--- config.mk ---
export PLATFORM = sky130hd
export DESIGN_NAME = mm_fifo
export DESIGN_NICKNAME = d
export VERILOG_FILES = /design/src/matrix_multiply_macros.svh /design/src/mm_pkg.sv /design/src/mm_fifo.sv
export SDC_FILE = /design/constraint.sdc
export NUM_CORES = 1
export LEC_CHECK = 0
export BUFFER_PORTS_ARGS = -buffer_cell sky130_fd_sc_hd__buf_2
export CAP_MARGIN = 5
export CORE_MARGIN = 4
export CORE_UTILIZATION = 52
export CTS_CLUSTER_SIZE = 30
export DETAILED_ROUTE_END_ITERATION = 10
export GPL_TIMING_DRIVEN = 0
export PLACE_DENSITY = 0.8
export SYNTH_ARGS = -nofsm -noshare
export SYNTH_HDL_FRONTEND = slang
export SYNTH_SLANG_ARGS = --single-unit
--- constraint.sdc ---
create_clock -name clk_i -period 2.8 [get_ports clk_i]
set_clock_uncertainty 0.1 [all_clocks]
set_input_delay 0 -clock clk_i [delete_from_list [all_inputs] [get_ports clk_i]]
set_output_delay 0 -clock clk_i [all_outputs]
set_load 0.02 [all_outputs]
--- src/matrix_multiply_macros.svh ---
// ----------------------------------------------------------------------------
// matrix_multiply assertion macros
// shared property wrappers, clocked on clk_i and quiet during reset
// ----------------------------------------------------------------------------
`ifndef MATRIX_MULTIPLY_MACROS_SVH
`define MATRIX_MULTIPLY_MACROS_SVH

// same-edge implication
`define MM_ASSERT_IMP(lbl, ante, cons, msg) \
  lbl: assert property (@(posedge clk_i) disable iff (!rst_ni) (ante) |-> (cons)) \
    else $error(msg);

// next-edge implication
`define MM_ASSERT_NXT(lbl, ante, cons, msg) \
  lbl: assert property (@(posedge clk_i) disable iff (!rst_ni) (ante) |=> (cons)) \
    else $error(msg);

`endif

--- src/mm_pkg.sv ---
// ----------------------------------------------------------------------------
// mm_pkg
// shared types, codes and constants of the matrix multiply block
// ----------------------------------------------------------------------------
`default_nettype none

package mm_pkg;

  localparam int unsigned MAX_DIM_DEF    = 8;
  localparam int unsigned DATA_WIDTH_DEF = 32;

  // fixed field widths
  localparam int unsigned CFG_W     = 4;
  localparam int unsigned IDX_IN_W  = 3;
  localparam int unsigned CMD_W     = 2;
  localparam int unsigned STATUS_W  = 2;
  localparam int unsigned OUT_W     = 32;
  localparam int unsigned IN_W      = 32;
  localparam int unsigned PADDR_W   = 4;
  localparam int unsigned PDATA_W   = 32;
  localparam int unsigned DIM_RESET = 8;

  // command queue between front and back
  localparam int unsigned QUEUE_DEPTH = 2;

  typedef enum logic [CMD_W-1:0] {
    CMD_WRITE_A = 2'd0,
    CMD_WRITE_B = 2'd1,
    CMD_COMPUTE = 2'd2,
    CMD_NONE    = 2'd3
  } mm_cmd_e;

  typedef enum logic [STATUS_W-1:0] {
    ST_OK       = 2'd0,
    ST_RANGE    = 2'd1,
    ST_MISMATCH = 2'd2
  } mm_status_e;

  typedef enum logic [2:0] {
    OP_WRITE_A,
    OP_WRITE_B,
    OP_RANGE_ERR,
    OP_DIM_ERR,
    OP_COMPUTE
  } mm_op_e;

  typedef enum logic [1:0] {
    BK_IDLE,
    BK_MAC,
    BK_DRAIN,
    BK_EMIT
  } mm_bk_state_e;

  typedef enum logic [1:0] {
    REG_A_ROWS = 2'd0,
    REG_A_COLS = 2'd1,
    REG_B_ROWS = 2'd2,
    REG_B_COLS = 2'd3
  } mm_reg_e;

  typedef struct packed {
    logic [CFG_W-1:0] a_rows;
    logic [CFG_W-1:0] a_cols;
    logic [CFG_W-1:0] b_rows;
    logic [CFG_W-1:0] b_cols;
  } mm_dims_t;

  typedef struct packed {
    mm_op_e              kind;
    logic [IDX_IN_W-1:0] row;
    logic [IDX_IN_W-1:0] col;
  } mm_op_t;

endpackage

`default_nettype wire

--- src/mm_fifo.sv ---
// ----------------------------------------------------------------------------
// mm_fifo
// short operation queue between the front and the back
// ----------------------------------------------------------------------------
`default_nettype none

module mm_fifo import mm_pkg::*; #(
  parameter int unsigned WIDTH = 8
) (
  input  wire logic             clk_i,
  input  wire logic             rst_ni,
  input  wire logic             push_i,
  input  wire logic [WIDTH-1:0] push_data_i,
  output logic                  full_o,
  input  wire logic             pop_i,
  output logic                  valid_o,
  output logic      [WIDTH-1:0] data_o
);

  localparam int unsigned PTR_W = (QUEUE_DEPTH > 1) ? $clog2(QUEUE_DEPTH) : 1;
  localparam int unsigned CNT_W = $clog2(QUEUE_DEPTH + 1);

  logic [WIDTH-1:0] slot_q [QUEUE_DEPTH];
  logic [PTR_W-1:0] wr_ptr_q, wr_ptr_d;
  logic [PTR_W-1:0] rd_ptr_q, rd_ptr_d;
  logic [CNT_W-1:0] count_q, count_d;
  logic             do_push;
  logic             do_pop;

  assign full_o  = (count_q == CNT_W'(QUEUE_DEPTH));
  assign valid_o = (count_q != '0);
  assign data_o  = slot_q[rd_ptr_q];
  assign do_push = push_i && !full_o;
  assign do_pop  = pop_i && valid_o;

  always_comb begin
    wr_ptr_d = wr_ptr_q;
    rd_ptr_d = rd_ptr_q;
    count_d  = count_q;
    if (do_push) begin
      wr_ptr_d = (wr_ptr_q == PTR_W'(QUEUE_DEPTH - 1)) ? '0 : wr_ptr_q + PTR_W'(1);
    end
    if (do_pop) begin
      rd_ptr_d = (rd_ptr_q == PTR_W'(QUEUE_DEPTH - 1)) ? '0 : rd_ptr_q + PTR_W'(1);
    end
    if (do_push && !do_pop) begin
      count_d = count_q + CNT_W'(1);
    end else if (do_pop && !do_push) begin
      count_d = count_q - CNT_W'(1);
    end
  end

  always_ff @(posedge clk_i or negedge rst_ni) begin
    if (!rst_ni) begin
      wr_ptr_q <= '0;
      rd_ptr_q <= '0;
      count_q  <= '0;
    end else begin
      wr_ptr_q <= wr_ptr_d;
      rd_ptr_q <= rd_ptr_d;
      count_q  <= count_d;
    end
  end

  always_ff @(posedge clk_i) begin
    if (do_push) begin
      slot_q[wr_ptr_q] <= push_data_i;
    end
  end

endmodule

`default_nettype wire

==> flow_metrics.env <==
export IMPL_drv_slew=0
export IMPL_final_nets=95
export IMPL_antenna_cells=0
export IMPL_arrival_ns=1.53
export IMPL_vias=472
export IMPL_die_height_um=46.87
export IMPL_worstReg2RegStart="count_q[0]"
export IMPL_hold_class="input pin to register"
export IMPL_synth_seq_cells=20
export IMPL_clk_path_buf_depth=2
export IMPL_h_tree_depth=1
export IMPL_rsz0062_at_grt="no"
export IMPL_path_clk_slew_ns=0.10
export IMPL_grt_max_degree=12
export IMPL_totalWireLength_um=1366
export IMPL_crit_end="slot_q[0][1]"
export IMPL_syn_num_nets=57
export IMPL_p_sw_frac=0.3528
export IMPL_p_clk_frac=0.133
export IMPL_final_cells=96
export IMPL_max_freq_mhz=588.1
export IMPL_start_util=0.5751
export IMPL_rows=13
export IMPL_cellPowerDensity_nw_per_um2=938.6
export IMPL_synth_avg_cell_area_um2=17.86
export IMPL_clk_latency_ns=0.28
export IMPL_grt_overflow=0
export IMPL_area_delta_synth_final_pct=34.39
export IMPL_coreArea_um2=1366
export IMPL_firstDrtPassIters=2
export IMPL_pwr_share_seq=0.458
export IMPL_die_x_um=46.87
export IMPL_io_pins=22
export IMPL_drc=0
export IMPL_tightest_slew_ns=0.7297
export IMPL_period_needed_ns=1.701
export IMPL_vdd_ir_drop_worst_mv=0.6079
export IMPL_critPathMaxFanout=8
export IMPL_post_cts_setup_buffers=0
export IMPL_drv_cap=0
export IMPL_switchingPower_mw=0.3496
export IMPL_gr_usage_all_layers=0.1522
export IMPL_intPower_mw=0.6415
export IMPL_worstSetupStartpointType="register"
export IMPL_grt_pass1_wl_um=2214
export IMPL_wire_per_inst_um=14.23
export IMPL_post_cts_resize_count=0
export IMPL_cts_tree="done"
export IMPL_outcome="completed"
export IMPL_dp_hpwl_um=1001
export IMPL_setup_tns_ns=0
export IMPL_grt_pass1_vias=496
export IMPL_synth_seq_area_share=0.7389
export IMPL_cts_sinks=20
export IMPL_leakage_nw=0.4424
export IMPL_relSlewSlack=0.5118
export IMPL_reg2reg_to="slot_q[0][1]"
export IMPL_crit_type="register to register"
export IMPL_ant_nets=0
export IMPL_die_area_um2=2197
export IMPL_ff2ff_path_depth=3
export IMPL_cts_root_buf="clkbuf_4"
export IMPL_routabilityCongestion=0.6387
export IMPL_synthCells=44
export IMPL_grt_antenna_before_repair=0
export IMPL_setup_viol=0
export IMPL_period_share=0.6073
export IMPL_port_buffers=21
export IMPL_cts_inserted_buffers=3
export IMPL_p_comb_frac=0.409
export IMPL_holdWs_ns=0.3279
export IMPL_hold_viol_final=0
export IMPL_vias_per_cell=4.917
export IMPL_reg2reg_setup_slack_ns=1.10
export IMPL_layout_drive_gt1_share=0.3457
export IMPL_synth_area_um2=785.8
export IMPL_dp_cells=80
export IMPL_cp_startpoint="count_q[0]"
export IMPL_drt_iter0_drc=1
export IMPL_yosysWarningCount=0
export IMPL_yosysUniqueCellTypes=14
export IMPL_endpoint_kind="register"
export IMPL_required_ns=2.63
timing repair:
item,4_1_cts,5_1_grt
hold buffers,12,0
endpoints found under the hold margin,22,0
endpoints found under the setup margin,0,0
cell usage after synthesis:
cell / number / area share
and3_1: 1 / 0.0080
buf_2: 1 / 0.0064
dfrtp_1: 4 / 0.13
edfxtp_1: 16 / 0.61
ha_1: 1 / 0.016
inv_1: 2 / 0.0096
mux2_1: 8 / 0.11
nand2_2: 1 / 0.0080
nand2_4: 1 / 0.014
nand2b_1: 1 / 0.0080
nor2_1: 2 / 0.0096
or2_4: 1 / 0.011
xnor2_1: 3 / 0.033
xor2_1: 2 / 0.022
cells by family after synthesis:
logic type | share of synthesized area
AND/OR/NAND/NOR | 0.05894
XOR/XNOR | 0.05574
buffers and inverters | 0.01592
adder cells (fa/ha/maj) | 0.01592
multiplexers | 0.1147
flip-flops | 0.7389
cells in the final DEF (no fill, tap or decap), types with 2 or more instances in the layout:
cell / synthesis / routed
xor2_1: 2 / 2
edfxtp_1: 16 / 16
inv_1: 2 / 2
clkbuf_4: 0 / 3
dfrtp_1: 4 / 4
xnor2_1: 3 / 3
nor2_1: 2 / 2
buf_2: 1 / 22
dlygate4sd3_1: 0 / 12
mux2_1: 8 / 8
how the worst min path moves through the flow:
stage,startpoint,endpoint,slack [ns],cells after the start
after floorplan,rst_ni,count_q[0],-0.40,0
after global placement,rst_ni,count_q[0],-0.29,1
after detailed placement,rst_ni,count_q[0],-0.29,1
after CTS,push_data_i[1],slot_q[1][1],0.32,2
after global routing,push_data_i[2],slot_q[0][2],0.34,2
final,push_data_i[0],slot_q[0][0],0.33,2
layout make-up:
cell class | count | area (um^2)
Timing Repair Buffer | 33 | 225.2
Buffer | 1 | 5.005
Inverter | 2 | 7.507
Sequential cell | 20 | 580.6
Clock buffer | 4 | 26.28
Fill cell | 100 | 310.3
Tap cell | 15 | 18.77
Multi-Input combinational cell | 21 | 192.7
power groups by stage:
stage	sequential, mW	combinational, mW	clock (mW)
floorplan	0.448	0.291	0
global placement	0.454	0.385	0
detailed placement	0.460	0.400	0
CTS	0.455	0.413	0.137
global route	0.460	0.440	0.151
finish	0.454	0.405	0.132
flip-flops by register name, summed over array words and instances (netlist names):
name	count
slot_q	16
count_q	2
rd_ptr_q	1
wr_ptr_q	1
critical path, stage by stage, from the launching register on:
cell	delay [ns]
dfrtp_1	0.42
nand2b_1	0.18
nand2_2	0.08
nor2_1	0.56
stage by stage:
step | power, mW | utilization | worst slack, ns | instance area (um^2)
after floorplan | 0.7386 | - | 1.344 | 785.8
final | 0.9911 | 0.7729 | 1.099 | 1056
after global placement | 0.8387 | 0.6658 | 1.144 | 909.6
after detailed placement | 0.8604 | 0.6658 | 1.097 | 909.6
after CTS | 1.005 | 0.7729 | 1.084 | 1056
after global routing | 1.051 | 0.7729 | 1.014 | 1056
layer usage:
| metal | track usage | vias to the layer above | share of wire |
|---|---|---|---|
| met2 | 0.2737 | 16 | 0.53 |
| met1 | 0.1763 | 220 | 0.40 |
| met3 | 0.03831 | 4 | 0.056 |
| met5 | 0 | - | 0 |
| met4 | 0.04972 | 0 | 0.012 |
| li1 | - | 232 | - |
No activity file was read; power rests on OpenSTA's default activity.
