### src/matrix_multiply_macros.svh
// ----------------------------------------------------------------------------
// matrix_multiply assertion macros
// shared property wrappers, clocked on clk_i and quiet during reset
// ----------------------------------------------------------------------------
`ifndef MATRIX_MULTIPLY_MACROS_SVH
`define MATRIX_MULTIPLY_MACROS_SVH

// same-edge implication
`define MM_ASSERT_IMP(lbl, ante, cons, msg) \
  lbl: assert property (@(posedge clk_i) disable iff (!rst_ni) (ante) |-> (cons)) \
    else $error(msg);

// next-edge implication
`define MM_ASSERT_NXT(lbl, ante, cons, msg) \
  lbl: assert property (@(posedge clk_i) disable iff (!rst_ni) (ante) |=> (cons)) \
    else $error(msg);

`endif

### src/mm_pkg.sv
// ----------------------------------------------------------------------------
// mm_pkg
// shared types, codes and constants of the matrix multiply block
// ----------------------------------------------------------------------------
`default_nettype none

package mm_pkg;

  localparam int unsigned MAX_DIM_DEF    = 8;
  localparam int unsigned DATA_WIDTH_DEF = 32;

  // fixed field widths
  localparam int unsigned CFG_W     = 4;
  localparam int unsigned IDX_IN_W  = 3;
  localparam int unsigned CMD_W     = 2;
  localparam int unsigned STATUS_W  = 2;
  localparam int unsigned OUT_W     = 32;
  localparam int unsigned IN_W      = 32;
  localparam int unsigned PADDR_W   = 4;
  localparam int unsigned PDATA_W   = 32;
  localparam int unsigned DIM_RESET = 8;

  // command queue between front and back
  localparam int unsigned QUEUE_DEPTH = 2;

  typedef enum logic [CMD_W-1:0] {
    CMD_WRITE_A = 2'd0,
    CMD_WRITE_B = 2'd1,
    CMD_COMPUTE = 2'd2,
    CMD_NONE    = 2'd3
  } mm_cmd_e;

  typedef enum logic [STATUS_W-1:0] {
    ST_OK       = 2'd0,
    ST_RANGE    = 2'd1,
    ST_MISMATCH = 2'd2
  } mm_status_e;

  typedef enum logic [2:0] {
    OP_WRITE_A,
    OP_WRITE_B,
    OP_RANGE_ERR,
    OP_DIM_ERR,
    OP_COMPUTE
  } mm_op_e;

  typedef enum logic [1:0] {
    BK_IDLE,
    BK_MAC,
    BK_DRAIN,
    BK_EMIT
  } mm_bk_state_e;

  typedef enum logic [1:0] {
    REG_A_ROWS = 2'd0,
    REG_A_COLS = 2'd1,
    REG_B_ROWS = 2'd2,
    REG_B_COLS = 2'd3
  } mm_reg_e;

  typedef struct packed {
    logic [CFG_W-1:0] a_rows;
    logic [CFG_W-1:0] a_cols;
    logic [CFG_W-1:0] b_rows;
    logic [CFG_W-1:0] b_cols;
  } mm_dims_t;

  typedef struct packed {
    mm_op_e              kind;
    logic [IDX_IN_W-1:0] row;
    logic [IDX_IN_W-1:0] col;
  } mm_op_t;

endpackage

`default_nettype wire

### src/mm_front.sv
// ----------------------------------------------------------------------------
// mm_front
// accepts input transactions, checks indices and sizes, queues operations
// ----------------------------------------------------------------------------
`default_nettype none

module mm_front import mm_pkg::*; #(
  parameter int unsigned DATA_WIDTH = DATA_WIDTH_DEF
) (
  input  wire logic                         in_valid_i,
  output logic                              in_ready_o,
  input  wire logic        [CMD_W-1:0]      cmd_i,
  input  wire logic        [IDX_IN_W-1:0]   row_index_i,
  input  wire logic        [IDX_IN_W-1:0]   col_index_i,
  input  wire logic signed [IN_W-1:0]       element_value_i,
  input  wire mm_dims_t                     dims_i,
  input  wire logic                         q_full_i,
  output logic                              q_push_o,
  output mm_op_t                            q_op_o,
  output logic             [DATA_WIDTH-1:0] q_value_o
);

  logic a_oob;
  logic b_oob;
  logic keep;

  assign in_ready_o = !q_full_i;

  assign a_oob = (CFG_W'(row_index_i) >= dims_i.a_rows) ||
                 (CFG_W'(col_index_i) >= dims_i.a_cols);
  assign b_oob = (CFG_W'(row_index_i) >= dims_i.b_rows) ||
                 (CFG_W'(col_index_i) >= dims_i.b_cols);

  // sign-extend or cut to the store width
  assign q_value_o = DATA_WIDTH'(element_value_i);

  always_comb begin
    keep          = 1'b1;
    q_op_o.row    = row_index_i;
    q_op_o.col    = col_index_i;
    q_op_o.kind   = OP_COMPUTE;
    case (mm_cmd_e'(cmd_i))
      CMD_WRITE_A: begin
        q_op_o.kind = a_oob ? OP_RANGE_ERR : OP_WRITE_A;
      end
      CMD_WRITE_B: begin
        q_op_o.kind = b_oob ? OP_RANGE_ERR : OP_WRITE_B;
      end
      CMD_COMPUTE: begin
        q_op_o.kind = (dims_i.a_cols != dims_i.b_rows) ? OP_DIM_ERR : OP_COMPUTE;
      end
      default: begin
        // unused command is dropped
        keep = 1'b0;
      end
    endcase
    q_push_o = in_valid_i && in_ready_o && keep;
  end

endmodule

`default_nettype wire

### config.mk
export PLATFORM = sky130hd
export DESIGN_NAME = mm_front
export DESIGN_NICKNAME = d
export VERILOG_FILES = /design/src/matrix_multiply_macros.svh /design/src/mm_pkg.sv /design/src/mm_front.sv
export SDC_FILE = /design/constraint.sdc
export NUM_CORES = 1
export LEC_CHECK = 0
export ABC_AREA = 1
export CAP_MARGIN = 20
export CORE_UTILIZATION = 25
export DETAILED_ROUTE_END_ITERATION = 8
export DONT_BUFFER_PORTS = 1
export GPL_TIMING_DRIVEN = 0
export PLACE_DENSITY = 0.47
export SLEW_MARGIN = 20
export SYNTH_ARGS = -nofsm -noshare
export SYNTH_HDL_FRONTEND = slang
export SYNTH_SLANG_ARGS = --single-unit
### constraint.sdc
create_clock -name vclk -period 1.45
set_clock_uncertainty 0.15 [all_clocks]
set_input_delay 0.29 -clock vclk [all_inputs]
set_output_delay 0.29 -clock vclk [all_outputs]
set_load 0.01 [all_outputs]
==> results_dict.tcl, run 1 <==
set metrics [dict create \
    via_count 678 \
    period_share_pct 103 \
    dr.pass1.iters 5 \
    multiInputGateArea_um2 539 \
    wl_um 1560 \
    grt_overflow 0 \
    worstMarginPinSlew_ns 0.279 \
    cp.arrival_ns 1.06 \
    synth_area_leaders "buf_4 (37%), ha_1 (20%), inv_1 (14%), nand2_1 (11%), nor2_1 (4.9%)" \
    port_buffers 0 \
    antenna_found_initial 0 \
    hold_viol_final 0 \
    detailed_place_hpwl_um 1420 \
    yosys.area.top_type_share_pct 37.1 \
    status "finished with violations" \
    start_util_pct 27.2 \
    synth-seq-area-share_pct 0 \
    final.setup.worst_slack_ns -0.0490 \
    cap_violations 0 \
    grt_pass1_wl_um 2200 \
    drive_above_1_share_pct 55.1 \
    cts_hold_buf 0 \
    max_slew_margin_pct 81.4 \
    synth.distinct_cells 14 \
    hold_ws_ns 0.488 \
    wl_per_cell_um 9.89 \
    irDropWorstVdd_mv 0.0817 \
    cp-endpoint "q_op_o[7]" \
    synthCells 127 \
    antenna_cells 0 \
    syn2layout_area_growth_pct 31.1 \
    cp.required_ns 1.01 \
    gp_congestion 0.661 \
    grt_use_total_pct 8.13 \
    grt_pass1_vias 569 \
    worstSetupStartpointType "input port" \
    slew_violations 0 \
    ant_nets 0 \
    ff_latch_area_um2 0 \
    violations "design-rule violations, negative setup slack" \
    die_w_um 57.4 \
    io_pins 101 \
    grt_max_degree 6 \
    worstPathMaxFanout 2 \
    post_cts_buffers 0 \
    endpoint_kind "output pin" \
    synth_warnings 0 \
    rsz0062_at_grt "true" \
    nNetsFinal 199 \
    syn_nets 197 \
    fill_cells 312 \
    nClkBuffers 0 \
    fmax_ghz 0.667 \
    synth_area_leader_cell "buf_4" \
    rows 19 \
    synth.most_common_cell "buf_4" \
    critPathKind "input port to output pin" \
    final_util_pct 35.6 \
    drcViolationCount 6 \
    cp-startpoint "dims_i[10]" \
    setup_viol_count_final 2 \
    synth_area_um2 768 \
    synth_common_cells "buf_4 (38), inv_1 (28), nand2_1 (23), ha_1 (12), nor2_1 (10)" \
    worstHoldPathType "input port to output pin" \
    design.seq.count 0 \
    drt-initial-drc-count 22 \
    vias_per_cell 4.29 \
    power_density_nw_per_um2 288 \
    p_leak_uw 0.000531 \
    syn_avg_cell_area_um2 6.05 \
    die_area_um2 3300 \
    die_h_um 57.4 \
    core_um2 2830 \
    fin_crit_ns 1.50 \
]
[stage by stage]
step           cells  TNS [ns]  cell area, um^2  power [uW]  setup WS, ns
2_1_floorplan    127         0              852         228       0.00256
3_3_place_gp     158    -0.199              891         252        -0.105
3_5_place_dp     158    -0.219              891         256        -0.111
4_1_cts          158    -0.148              963         273       -0.0757
5_1_grt          158    -0.216             1010         327        -0.156
6_report         158   -0.0623             1010         290       -0.0490
[what timing repair did]
item | in CTS | in global routing
resized for setup | 14 | 14
pin swaps | 26 | 16
setup endpoints to repair | 2 | 2
[worst max-delay path, cell delays in order]
cell	delay [ns]
inv_4	0.02
ha_4	0.25
inv_4	0.03
nor2_1	0.08
nand2_1	0.06
nand2_1	0.07
nor2_2	0.04
nand2_1	0.07
nand2_1	0.06
nand3_2	0.08
[power by group]
part           leakage (uW)  switching [uW]  internal, uW
sequential                0               0             0
combinational      0.000531             138           152
clock                     0               0             0
[layout make-up]
type | instances | share of cell area [%]
multi-input cells | 60 | 53.5
plain buffers | 38 | 28.3
inverters | 29 | 14.3
well taps | 31 | 3.85
[kinds of logic (layout without fill, tap and decap cells)]
group                      Yosys count  in the layout  share of synthesized area (%)
and+or+nand+nor                     39             39                           21.0
buffers and inverters               67             67                           51.3
AOI/OAI and AO/OA                    5              5                           3.58
adders and majority gates           12             12                           19.5
xor gates and xnor gates             4              4                           4.56
[cells in the final DEF (no fill, tap or decap)]
cell type   n
o21ai_1     1
nand2_1    20
ha_4       10
xor2_1      4
inv_4       4
nor3_2      1
nor2_1      9
o21ai_4     1
nand3_2     3
o21ai_2     1
nor3_1      1
ha_1        2
nand2_2     3
buf_4      38
inv_8       1
nor2_2      1
nand3b_1    1
inv_12      1
inv_2       5
inv_1      17
a21boi_1    1
inv_6       1
a21oi_1     1
[per-layer routing]
metal  vias to the layer above  wire, um  share of wire [%]  GRT usage, %
li1                        339         -                  -             -
met1                       294       505                 32          9.25
met2                        45       870                 56          16.3
met3                         0       187                 12          1.59
met4                         0         0                  0             0
met5                         -         0                  0             0
[worst min-delay path by stage]
stage                             to      from  slack (ns)  cells after the start
after global placement    in_ready_o  q_full_i        0.49                      1
after floorplan           in_ready_o  q_full_i        0.48                      1
final                     in_ready_o  q_full_i        0.49                      1
after global routing      in_ready_o  q_full_i        0.49                      1
after detailed placement  in_ready_o  q_full_i        0.49                      1
after CTS                 in_ready_o  q_full_i        0.49                      1
Power figures use the tool's default switching activity.
==> inputs of run 2 (changes only) <==
--- a/config.mk
+++ b/config.mk
@@ -5,7 +5,6 @@
 export SDC_FILE = /design/constraint.sdc
 export NUM_CORES = 1
 export LEC_CHECK = 0
-export ABC_AREA = 1
 export CAP_MARGIN = 20
 export CORE_UTILIZATION = 25
 export DETAILED_ROUTE_END_ITERATION = 8
==> results_dict.tcl, run 2 <==
set metrics [dict create \
    status "finished with violations" \
    violations "negative setup slack" \
    drive_above_1_share_pct 62.9 \
    pwr-share-clk_pct 0 \
    drcViolationCount 0 \
    cp.required_ns 1.01 \
    synth-seq-area-share_pct 0 \
    ant_nets 0 \
    vias_per_cell 4.63 \
    slew_violations 0 \
    cp-endpoint "q_op_o[7]" \
    fmax_ghz 0.561 \
    die_w_um 54.5 \
    critPathKind "input port to output pin" \
    grt_overflow 0 \
    rsz0062_at_grt "true" \
    drt-initial-drc-count 0 \
    final_common_cell "buf_4" \
    rows 18 \
    worstMarginPinSlew_ns 0.297 \
    hold_viol_final 0 \
    cap_violations 0 \
    internal_power_uw 157 \
    post_cts_buffers 0 \
    layout_common_cells "buf_4 (38), inv_1 (11), ha_1 (7)" \
    period_share_pct 123 \
    synth_area_um2 688 \
    setup_viol_count_final 2 \
    worstHoldPathType "input port to output pin" \
    yosys.area.top_type_share_pct 41.5 \
    detailed_place_hpwl_um 1320 \
    synth_area_leaders "buf_4 (41%), ha_1 (22%), inv_1 (7.1%), xnor2_1 (5.1%), a2111oi_4 (4.0%)" \
    wl_per_cell_um 12.5 \
    synth_area_leader_cell "buf_4" \
    final_util_pct 34.6 \
    cp-startpoint "col_index_i[0]" \
    design.seq.count 0 \
    grt_pass1_wl_um 1780 \
    cts_hold_buf 0 \
    cp.arrival_ns 1.34 \
    io_pins 101 \
    port_buffers 0 \
    synthCells 89 \
    synth_common_cells "buf_4 (38), inv_1 (13), ha_1 (12), nor2_1 (4), xnor2_1 (4)" \
    power_frac_comb_pct 100.0 \
    die_area_um2 2970 \
    die_h_um 54.5 \
    syn_nets 159 \
    synth_warnings 0 \
    synth.distinct_cells 17 \
    switchingPower_uw 121 \
    grt_pass1_vias 414 \
    core_um2 2540 \
    final.setup.worst_slack_ns -0.333 \
    synth.most_common_cell "buf_4" \
    grt_use_total_pct 8.16 \
    wl_um 1490 \
    power_density_nw_per_um2 315 \
    p_leak_uw 0.000442 \
    via_count 551 \
    fin_crit_ns 1.78 \
    antenna_cells 0 \
    pwr-share-seq_pct 0 \
    syn2layout_area_growth_pct 28.0 \
    gp_congestion 0.737 \
    dpl_worst_slack_ns -0.393 \
    ff_latch_area_um2 0 \
    switching_share_pct 43.5 \
    syn_avg_cell_area_um2 7.73 \
    nClkBuffers 0 \
    irDropWorstVdd_mv 0.116 \
    endpoint_kind "output pin" \
    hold_path_depth 1 \
    dr.pass1.iters 1 \
    grt_max_degree 5 \
    nNetsFinal 161 \
    max_slew_margin_pct 80.2 \
    worstPathMaxFanout 2 \
    start_util_pct 27.0 \
    antenna_found_initial 0 \
    worstSetupStartpointType "input port" \
]
-- run 2: cell count changes in the layout (fill, tap and decap cells not counted), sizes merged, moves of 3 or more --
cell,previous run,this run
xor2,4,0
a211oi,0,3
nor2,10,4
nand3,3,0
xnor2,0,4
nand2,23,2
nand2b,0,4
inv,29,13
-- run 2: kinds of logic (layout without fill, tap and decap cells) --
| kind of cell | Yosys count | after routing | synth area share [%] |
|---|---|---|---|
| AOI/OAI and AO/OA | 12 | 12 | 16.5 |
| xor gates and xnor gates | 4 | 4 | 5.09 |
| buffers and inverters | 51 | 51 | 48.5 |
| adders and majority gates | 12 | 12 | 21.8 |
| and+or+nand+nor | 10 | 10 | 8.00 |
-- run 2: cell type report --
| cell class | instances | area [um^2] |
|---|---|---|
| inverter | 13 | 77.6 |
| fill | 249 | 1660 |
| buffer | 38 | 285 |
| multi-input combinational | 38 | 480 |
| tap | 30 | 37.5 |
-- run 2: worst min-delay path by stage --
| stage | slack (ns) | from | end |
|---|---|---|---|
| 4_1_cts | 0.48 | q_full_i | in_ready_o |
| 2_1_floorplan | 0.48 | q_full_i | in_ready_o |
| 6_report | 0.48 | q_full_i | in_ready_o |
| 3_3_place_gp | 0.49 | q_full_i | in_ready_o |
| 5_1_grt | 0.50 | cmd_i[1] | q_op_o[6] |
| 3_5_place_dp | 0.48 | q_full_i | in_ready_o |
-- run 2: power groups by stage --
stage                     clock [uW]  combinational [uW]  sequential (uW)
after floorplan                    0                 219                0
after global placement             0                 240                0
after detailed placement           0                 240                0
final                              0                 277                0
after CTS                          0                 261                0
after global routing               0                 303                0
-- run 2: what timing repair did --
item | CTS | global route
resized for setup | 7 | 12
pin swaps | 4 | 9
endpoints found under the setup margin | 2 | 2
-- run 2: critical path, stage by stage --
cell      delay [ns]
inv_16          0.02
ha_4            0.21
nand2b_4        0.13
a211oi_2        0.23
o32ai_2         0.14
o211ai_1        0.19
nand2_1         0.13
-- run 2: metal layers --
metal	vias to the layer above	track usage, %	share of wire, %
met1	241	9.06	29
met5	-	0	0
met2	58	16.9	59
met4	0	0	0
li1	252	-	-
met3	0	1.11	12
-- run 2: metrics by stage --
step / instance area (um^2) / power, uW / instances / setup TNS (ns) / hold WS [ns]
after floorplan: 741 / 219 / 89 / -0.499 / 0.481
after global placement: 778 / 240 / 119 / -0.747 / 0.486
after detailed placement: 778 / 240 / 119 / -0.715 / 0.484
after CTS: 823 / 261 / 119 / -0.667 / 0.484
after global routing: 881 / 303 / 119 / -0.706 / 0.496
final: 881 / 277 / 119 / -0.599 / 0.484
==> inputs of run 3 (changes only) <==
==> constraint.sdc (replaced) <==
create_clock -name vclk -period 1.45
set_clock_uncertainty 0.15 [all_clocks]
set_input_delay 0.29 -clock vclk [all_inputs]
set_output_delay 0.29 -clock vclk [all_outputs]
set_load 0.005 [all_outputs]
==> results_dict.tcl, run 3 (synthesis gave the netlist of run 2 again) <==
set metrics [dict create \
    max_slew_margin_pct 80.7 \
    final.setup.worst_slack_ns -0.269 \
    grt_use_met3_pct 3.06 \
    worstHoldPathType "input port to output pin" \
    drive_above_1_share_pct 60.7 \
    grt_max_degree 5 \
    core_um2 2540 \
    endpoint_kind "output pin" \
    pwr-share-clk_pct 0 \
    nNetsFinal 161 \
    worstPathMaxFanout 2 \
    io_pins 101 \
    met1_usage_pct 7.77 \
    start_util_pct 27.0 \
    critPathKind "input port to output pin" \
    power_density_nw_per_um2 276 \
    layout_common_cells "buf_4 (38), inv_1 (11), ha_1 (7)" \
    hold_path_depth 1 \
    design.seq.count 0 \
    switchingPower_uw 88.9 \
    grt_use_total_pct 7.76 \
    cap_violations 0 \
    violations "negative setup slack" \
    irDropWorstVdd_mv 0.0929 \
    die_h_um 54.5 \
    gp_congestion 0.718 \
    die_area_um2 2970 \
    grt_pass1_vias 416 \
    hold_viol_final 0 \
    wl_per_cell_um 11.5 \
    die_w_um 54.5 \
    ff_latch_area_um2 0 \
    switching_share_pct 37.5 \
    worstSetupStartpointType "input port" \
    post_cts_buffers 0 \
    tns_ns -0.523 \
    worstMarginPinSlew_ns 0.286 \
    fmax_ghz 0.582 \
    nClkBuffers 0 \
    grt_pass1_wl_um 1740 \
    grt_overflow 0 \
    vias_per_cell 4.51 \
    min_from "q_full_i" \
    setup_viol_count_final 2 \
    cts_hold_buf 0 \
    p_leak_uw 0.000433 \
    busiest_layer "met2" \
    status "finished with violations" \
    power_uw 237 \
    final_common_cell "buf_4" \
    cp.arrival_ns 1.28 \
    rsz0062_at_grt "true" \
    syn2layout_area_growth_pct 24.9 \
    pwr-share-seq_pct 0 \
    hold_path_end "in_ready_o" \
    dr.pass1.iters 2 \
    antenna_found_initial 0 \
    slew_violations 0 \
    antenna_cells 0 \
    rows 18 \
    period_share_pct 119 \
    wl_um 1360 \
    cp.required_ns 1.01 \
    grt_util_met2_pct 15.7 \
    power_frac_comb_pct 100.0 \
    fin_crit_ns 1.72 \
    detailed_place_hpwl_um 1300 \
    internal_power_uw 148 \
    ant_nets 0 \
    via_count 537 \
    drt-initial-drc-count 3 \
    hold_ws_ns 0.468 \
    drcViolationCount 0 \
    port_buffers 0 \
]
run 3: cell counts in the layout (fill, tap and decap cells not counted):
No cell type changed its count.
run 3: worst max path at each step:
stage / from / endpoint / slack, ns
after floorplan: col_index_i[0] / q_op_o[7] / -0.19
final: row_index_i[0] / q_op_o[7] / -0.27
after global routing: row_index_i[0] / q_op_o[7] / -0.34
after detailed placement: row_index_i[0] / q_op_o[7] / -0.32
after global placement: row_index_i[0] / q_op_o[7] / -0.33
after CTS: col_index_i[0] / q_op_o[7] / -0.28
run 3: layout make-up:
type	count	area, um^2
Multi-Input combinational cell	38	469
Fill cell	264	1690
Tap cell	30	37.5
Buffer	38	285
Inverter	13	67.6
run 3: repair_timing:
action	4_1_cts	5_1_grt
pin swaps	3	0
setup endpoints to repair	2	2
gates resized for setup	6	3
run 3: metal layers:
layer	wire length, um	share of wire [%]
met5	0	0
met4	0	0
met3	220	16
met2	718	53
met1	423	31
run 3: worst max-delay path, cell delays in order:
cell      delay (ns)
inv_4           0.05
ha_4            0.19
nand2b_4        0.13
a211oi_2        0.23
o32ai_2         0.11
o211ai_1        0.18
nand2_1         0.10
run 3: power by group through the flow:
stage          logic [uW]  clock network [uW]  registers, uW
2_1_floorplan         190                   0              0
3_3_place_gp          211                   0              0
3_5_place_dp          211                   0              0
4_1_cts               228                   0              0
5_1_grt               267                   0              0
6_report              237                   0              0
run 3: stage by stage:
step / cells / setup WS [ns] / utilization [%] / cell area, um^2
6_report: 119 / -0.269 / 33.8 / 860
5_1_grt: 119 / -0.341 / 33.8 / 860
4_1_cts: 119 / -0.276 / 32.7 / 832
3_5_place_dp: 119 / -0.324 / 31.1 / 792
3_3_place_gp: 119 / -0.327 / 31.1 / 792
2_1_floorplan: 89 / -0.191 / - / 754
